===== src/skc_pkg.sv =====
// Shared types and constants for the soft-knee compressor gain computer.
// Depends on nothing; every other file imports it.
`default_nettype none

package skc_pkg;

  localparam int THR_W      = 14;
  localparam int SLOPE_W    = 16;
  localparam int KNEE_W     = 13;
  localparam int COEFF_W    = 24;
  localparam int CFG_DATA_W = 24;
  localparam int CFG_IDX_W  = 2;

  localparam int LOG2_W = 24;  // log2 of level, signed Q.16
  localparam int PDB_W  = 24;  // gain attenuation in dB, Q.16, clamped

  localparam logic signed [THR_W-1:0]   THRESHOLD_RST  = 14'sd0;
  localparam logic [SLOPE_W-1:0]        SLOPE_RST      = 16'd32768;
  localparam logic [KNEE_W-1:0]         KNEE_WIDTH_RST = 13'd1536;
  localparam logic [COEFF_W-1:0]        KNEE_COEFF_RST = 24'd1365;

  localparam logic signed [19:0]  DB_PER_OCT_Q16 = 20'sd394566;
  localparam logic signed [22:0]  OCT_PER_DB_Q24 = 23'sd2786618;
  localparam logic [PDB_W-1:0]    GDB_FLOOR_Q16  = 24'd13107200;

  typedef enum logic [1:0] {
    REGION_BELOW = 2'd0,
    REGION_KNEE  = 2'd1,
    REGION_COMP  = 2'd2
  } skc_region_e;

  typedef enum logic [CFG_IDX_W-1:0] {
    CFG_THRESHOLD  = 2'd0,
    CFG_SLOPE      = 2'd1,
    CFG_KNEE_WIDTH = 2'd2,
    CFG_KNEE_COEFF = 2'd3
  } skc_cfg_idx_e;

  typedef struct packed {
    logic signed [THR_W-1:0] threshold;
    logic [SLOPE_W-1:0]      slope;
    logic [KNEE_W-1:0]       knee_width;
    logic [COEFF_W-1:0]      knee_coeff;
  } skc_cfg_t;

  typedef struct packed {
    logic                     valid;
    logic                     zero;
    logic signed [LOG2_W-1:0] lg;
  } skc_log_t;

  typedef struct packed {
    logic              valid;
    skc_region_e       region;
    logic [PDB_W-1:0]  pdb;
  } skc_db_t;

endpackage

`default_nettype wire


===== src/skc_curve.sv =====
// Static gain curve: level in dB, region decision, compression and knee
// attenuation in dB with clamp. Six register stages. Uses skc_pkg.
`default_nettype none

module skc_curve
  import skc_pkg::*;
(
  input  logic     clk_i,
  input  logic     rst_ni,
  input  skc_cfg_t cfg_i,
  input  skc_log_t log_i,
  output skc_db_t  db_o
);

  localparam int DB_W = 28;  // level dB, signed Q.16
  localparam int CD_W = 23;  // distance above threshold, compression range
  localparam int KU_W = 21;  // offset into the knee
  localparam int SQ_W = 26;
  localparam int PK_W = 34;

  // stage 1: log2 to dB
  logic signed [LOG2_W+19:0] db_prod;
  logic                      c1_valid_q;
  logic                      c1_zero_q;
  logic signed [DB_W-1:0]    c1_ldb_q;

  assign db_prod = (LOG2_W + 20)'($signed(log_i.lg)) * (LOG2_W + 20)'(DB_PER_OCT_Q16);

  // stage 2: distance to threshold
  logic                   c2_valid_q;
  logic                   c2_zero_q;
  logic signed [DB_W-1:0] c2_d_q;

  // stage 3: region
  logic signed [DB_W:0] half_s;
  logic signed [DB_W:0] u_s;
  logic signed [DB_W:0] v_s;
  skc_region_e          region_d;
  logic                 c3_valid_q;
  skc_region_e          c3_region_q;
  logic [CD_W-1:0]      c3_cd_q;
  logic [KU_W-1:0]      c3_ku_q;

  assign half_s = (DB_W + 1)'($signed({1'b0, cfg_i.knee_width, 7'b0}));
  assign u_s    = (DB_W + 1)'(c2_d_q) + half_s;
  assign v_s    = (DB_W + 1)'(c2_d_q) - half_s;

  always_comb begin
    priority if (c2_zero_q || (u_s <= 0)) begin
      region_d = REGION_BELOW;
    end else if (v_s >= 0) begin
      region_d = REGION_COMP;
    end else begin
      region_d = REGION_KNEE;
    end
  end

  // stage 4: slope product and knee square
  logic [SLOPE_W+CD_W-1:0] pc_full;
  logic [2*KU_W-1:0]       sq_full;
  logic                    c4_valid_q;
  skc_region_e             c4_region_q;
  logic [CD_W-1:0]         c4_pc_q;
  logic [SQ_W-1:0]         c4_sq_q;

  assign pc_full = cfg_i.slope * c3_cd_q;
  assign sq_full = c3_ku_q * c3_ku_q;

  // stage 5: knee coefficient product
  logic [COEFF_W+SQ_W-1:0] pk_full;
  logic                    c5_valid_q;
  skc_region_e             c5_region_q;
  logic [CD_W-1:0]         c5_pc_q;
  logic [PK_W-1:0]         c5_pk_q;

  assign pk_full = cfg_i.knee_coeff * c4_sq_q;

  // stage 6: select and clamp at the floor
  logic [PK_W-1:0]  sel;
  logic [PDB_W-1:0] pdb_d;
  logic             c6_valid_q;
  skc_region_e      c6_region_q;
  logic [PDB_W-1:0] c6_pdb_q;

  always_comb begin
    unique case (c5_region_q)
      REGION_COMP: sel = PK_W'(c5_pc_q);
      REGION_KNEE: sel = c5_pk_q;
      default:     sel = '0;
    endcase
    pdb_d = (sel > PK_W'(GDB_FLOOR_Q16)) ? GDB_FLOOR_Q16 : sel[PDB_W-1:0];
  end

  always_ff @(posedge clk_i or negedge rst_ni) begin
    if (!rst_ni) begin
      c1_valid_q <= 1'b0;
      c2_valid_q <= 1'b0;
      c3_valid_q <= 1'b0;
      c4_valid_q <= 1'b0;
      c5_valid_q <= 1'b0;
      c6_valid_q <= 1'b0;
    end else begin
      c1_valid_q <= log_i.valid;
      c2_valid_q <= c1_valid_q;
      c3_valid_q <= c2_valid_q;
      c4_valid_q <= c3_valid_q;
      c5_valid_q <= c4_valid_q;
      c6_valid_q <= c5_valid_q;
    end
  end

  always_ff @(posedge clk_i) begin
    c1_zero_q   <= log_i.zero;
    c1_ldb_q    <= DB_W'(db_prod >>> 16);

    c2_zero_q   <= c1_zero_q;
    c2_d_q      <= c1_ldb_q - DB_W'($signed({cfg_i.threshold, 8'b0}));

    c3_region_q <= region_d;
    c3_cd_q     <= CD_W'(c2_d_q);
    c3_ku_q     <= KU_W'(u_s);

    c4_region_q <= c3_region_q;
    c4_pc_q     <= pc_full[SLOPE_W+CD_W-1:16];
    c4_sq_q     <= sq_full[2*KU_W-1:16];

    c5_region_q <= c4_region_q;
    c5_pc_q     <= c4_pc_q;
    c5_pk_q     <= pk_full[COEFF_W+SQ_W-1:16];

    c6_region_q <= c5_region_q;
    c6_pdb_q    <= pdb_d;
  end

  assign db_o.valid  = c6_valid_q;
  assign db_o.region = c6_region_q;
  assign db_o.pdb    = c6_pdb_q;

endmodule

`default_nettype wire


===== config.mk =====
export PLATFORM = sky130hd
export DESIGN_NAME = skc_curve
export DESIGN_NICKNAME = d
export VERILOG_FILES = /design/src/skc_pkg.sv /design/src/skc_curve.sv
export SDC_FILE = /design/constraint.sdc
export NUM_CORES = 2
export LEC_CHECK = 0
export BUFFER_PORTS_ARGS = -buffer_cell sky130_fd_sc_hd__buf_2
export CORE_ASPECT_RATIO = 0.8
export CORE_UTILIZATION = 65
export CTS_CLUSTER_DIAMETER = 150
export DETAILED_ROUTE_END_ITERATION = 8
export HOLD_SLACK_MARGIN = 0.02
export PLACE_DENSITY = 0.89
export SETUP_SLACK_MARGIN = 0.2
export SLEW_MARGIN = 20
export SYNTH_ARGS = -nofsm -noshare
export SYNTH_HDL_FRONTEND = slang
export SYNTH_SLANG_ARGS = --single-unit

===== constraint.sdc =====
create_clock -name clk_i -period 9.75 [get_ports clk_i]
set_input_delay 0.975 -clock clk_i [delete_from_list [all_inputs] [get_ports clk_i]]
set_output_delay 0.975 -clock clk_i [all_outputs]
set_load 0.01 [all_outputs]

==> results.md <==
- Relative slew slack: 0.2442
- Die ar.: 87890 µm²
- Iteration-0 DRC Markers: 3573
- RR Endpoint: c4_sq_q[24]
- Yosys synthesis warning count: 0
- Routability congestion estimate: 0.9820
- Post-route ant nets: 0
- Routed WL: 141.8 mm
- CTS max path bufs: 3
- Library cells used by synthesis: 70
- Fin crit share: 0.8541
- # IOs: 122
- Nets: 8066
- Reg-to-reg slack, setup: 1.45 ns
- Final core occ: 0.6852
- # clock sinks: 239
- Port Buffers: 121
- CP Max Fanout: 26
- Tmin final: 8.328 ns
- Via count: 41370
- Core area: 85760 µm²
- Fillers: 5839
- DPL Wire Length: 113.1 mm
- Via density: 5.733
- Initial Utilization: 0.6571
- First-pass GRT wire length: 230.7 mm
- RSZ-0062 raised after global routing: false
- Asr flop ratio synth: 0.02510
- Pin count of the biggest net entering global routing: 38
- #FFs+latches synth: 239
- Register area share after synthesis: 0.08544
- Avg Cell Area, Syn: 9.262 µm²
- Max-Cap Viols: 0
- Post-CTS Setup Repair Bufs: 0
- Most common cell after layout, fill and taps aside: inv_1
- CTS clk-pin slew, worst paths: 0.07 ns
- Vias in the first global route: 45800
- Row cnt: 96
- Final TNS setup: 0 ns
- Crit Path Category: input port to flip-flop
- Final hold viol count: 0
- Worst setup EP type: flip-flop
- Commonest cells after routing, fill and taps aside: 1621 x inv_1, 1232 x fa_1, 723 x nand2_1
- Routed WL per cell: 19.65 µm
- GRT overflow: 0
- Initial antenna violation count: 4
- Synth Flop Type: dfxtp_1
- TritonCTS clock tree: built
- # hold bufs at CTS: 0
- Die Wd: 331.2 µm
- Post-synth EDFFs: 0
- Post-CTS sizing: 0
- CTS buffer count: 25
- Number of setup violations in the final report: 0
- Total track usage: 0.3354
- Post-route DRC: 0
- Area growth, synth to finish: 4.276%
- H-Tree Depth: 1
- Critical Path RT: 10.20 ns
- Syn nets: 8085
- Post-Syn Area: 56350 µm²
- Die Span Y: 265.4 µm
- Worst Hold Class: input port to async pin
- CP Data Arrival Time: 8.78 ns
- Status: finished, final reports clean
- Clk_lat worst skew: 0.59 ns
- Worst Setup Start Kind: input port
- Layout cells sized above 1: 0.03928
- Mapped Cells: 6084
- Slew @ Worst Pin: 1.132 ns
- Fin. max-slew vios: 0
- Worst r2r src: c3_ku_q[7]
- Drt pass-1 iters: 8
- Clock Skew: 0.03118 ns
- Clk root buf: clkbuf_16
- R2r worst-path depth: 24
- Max Clk Rate: 0.1201 GHz
==> sequential cells by signal, summed over array words and instances (netlist names), 16 cells and up <==
name and flops:
c6_pdb_q 24, c4_sq_q 26, c3_ku_q 21, c2_d_q 28, c5_pk_q 34, c3_cd_q 16
c4_pc_q 23, c1_ldb_q 28, c5_pc_q 23
==> per-stage QoR <==
step / std cells / instance area (µm²) / hold WS (ns) / worst slack [ns]
after CTS: 7211 / 58750 / 0.2168 / 1.518
after global placement: 7165 / 57900 / 0.3101 / 1.047
final: 7215 / 58760 / 0.2312 / 1.422
after floorplan: 6084 / 56350 / 0.3096 / 2.057
after detailed placement: 7165 / 57900 / 0.3121 / 0.9221
after global routing: 7211 / 58750 / 0.2280 / 1.095
==> cells by family (layout without fill, tap and decap cells) <==
| kind of cell | Yosys count | after routing | share of synthesized area |
|---|---|---|---|
| flip-flops | 239 | 239 | 0.08544 |
| adder cells (fa/ha/maj) | 1906 | 1906 | 0.5873 |
| XOR/XNOR | 171 | 171 | 0.02658 |
| AND/OR/NAND/NOR | 1541 | 1541 | 0.1327 |
| buffers and inverters | 1836 | 1836 | 0.1226 |
| AO/OA/AOI/OAI | 386 | 386 | 0.04436 |
| multiplexers | 5 | 5 | 0.0009547 |
| other | 0 | 4 | 0 |
==> final cells by class <==
class                      count  area, µm²  share of cell area
clock buffer                  27      653.1             0.01111
tap                         1127       1410             0.02400
antenna                        4      10.01           0.0001703
clock inverter                19      198.9            0.003386
multi-input combinational   4009      44630              0.7595
timing repair buffer         167      950.9             0.01618
sequential                   239       4820             0.08202
inverter                    1623       6092              0.1037
==> worst max path at each step <==
stage	from	to	slack [ns]	cells after the start
global placement	cfg_i[1]	c5_pk_q[31]	1.05	22
detailed placement	cfg_i[1]	c5_pk_q[31]	0.92	22
CTS	cfg_i[1]	c5_pk_q[31]	1.52	22
finish	cfg_i[2]	c5_pk_q[31]	1.42	22
global route	cfg_i[2]	c5_pk_q[31]	1.10	22
floorplan	cfg_i[5]	c5_pk_q[31]	2.06	24
==> synth_stat cells, types with 19 or more instances <==
cell type | number | area share
inv_1 | 1621 | 0.11
fa_1 | 1232 | 0.44
nand2_1 | 723 | 0.048
ha_1 | 674 | 0.15
and2_1 | 520 | 0.058
dfxtp_1 | 233 | 0.083
clkbuf_1 | 209 | 0.014
nor2_1 | 131 | 0.0087
a21oi_1 | 118 | 0.010
xnor2_1 | 115 | 0.018
o21ai_0 | 64 | 0.0057
xor2_1 | 56 | 0.0087
a21o_1 | 55 | 0.0073
nor2b_1 | 29 | 0.0032
a22oi_1 | 23 | 0.0031
nand3_1 | 22 | 0.0020
nor3_1 | 22 | 0.0020
nand4_1 | 20 | 0.0022
o211ai_1 | 19 | 0.0025
o21a_1 | 19 | 0.0025
==> per-layer routing <==
| metal | GRT usage | share of wire | vias to the layer above |
|---|---|---|---|
| li1 | - | - | 17820 |
| met1 | 0.4166 | 0.36 | 20570 |
| met2 | 0.5533 | 0.47 | 2421 |
| met3 | 0.08226 | 0.11 | 552 |
| met4 | 0.1526 | 0.053 | 0 |
| met5 | 0 | 0 | - |
==> critical path, cell delays in order <==
cell and delay (ns):
buf_2 0.41, and2_1 0.22, fa_1 0.44, fa_1 0.56
inv_1 0.06, fa_1 0.53, inv_1 0.05, fa_1 0.40
fa_1 0.47, fa_1 0.58, fa_1 0.43, ha_1 0.32
a21oi_1 0.27, o21ai_0 0.12, o311ai_0 0.74, o31ai_1 0.28
o21ai_0 0.43, o21ai_0 0.30, a31oi_1 0.48, nor2_1 0.14
a311o_1 0.38, xor2_1 0.14
Power is left out: the tool's default activity adds up to more than one toggle a clock period on the data nets, which glitch-free logic cannot reach.
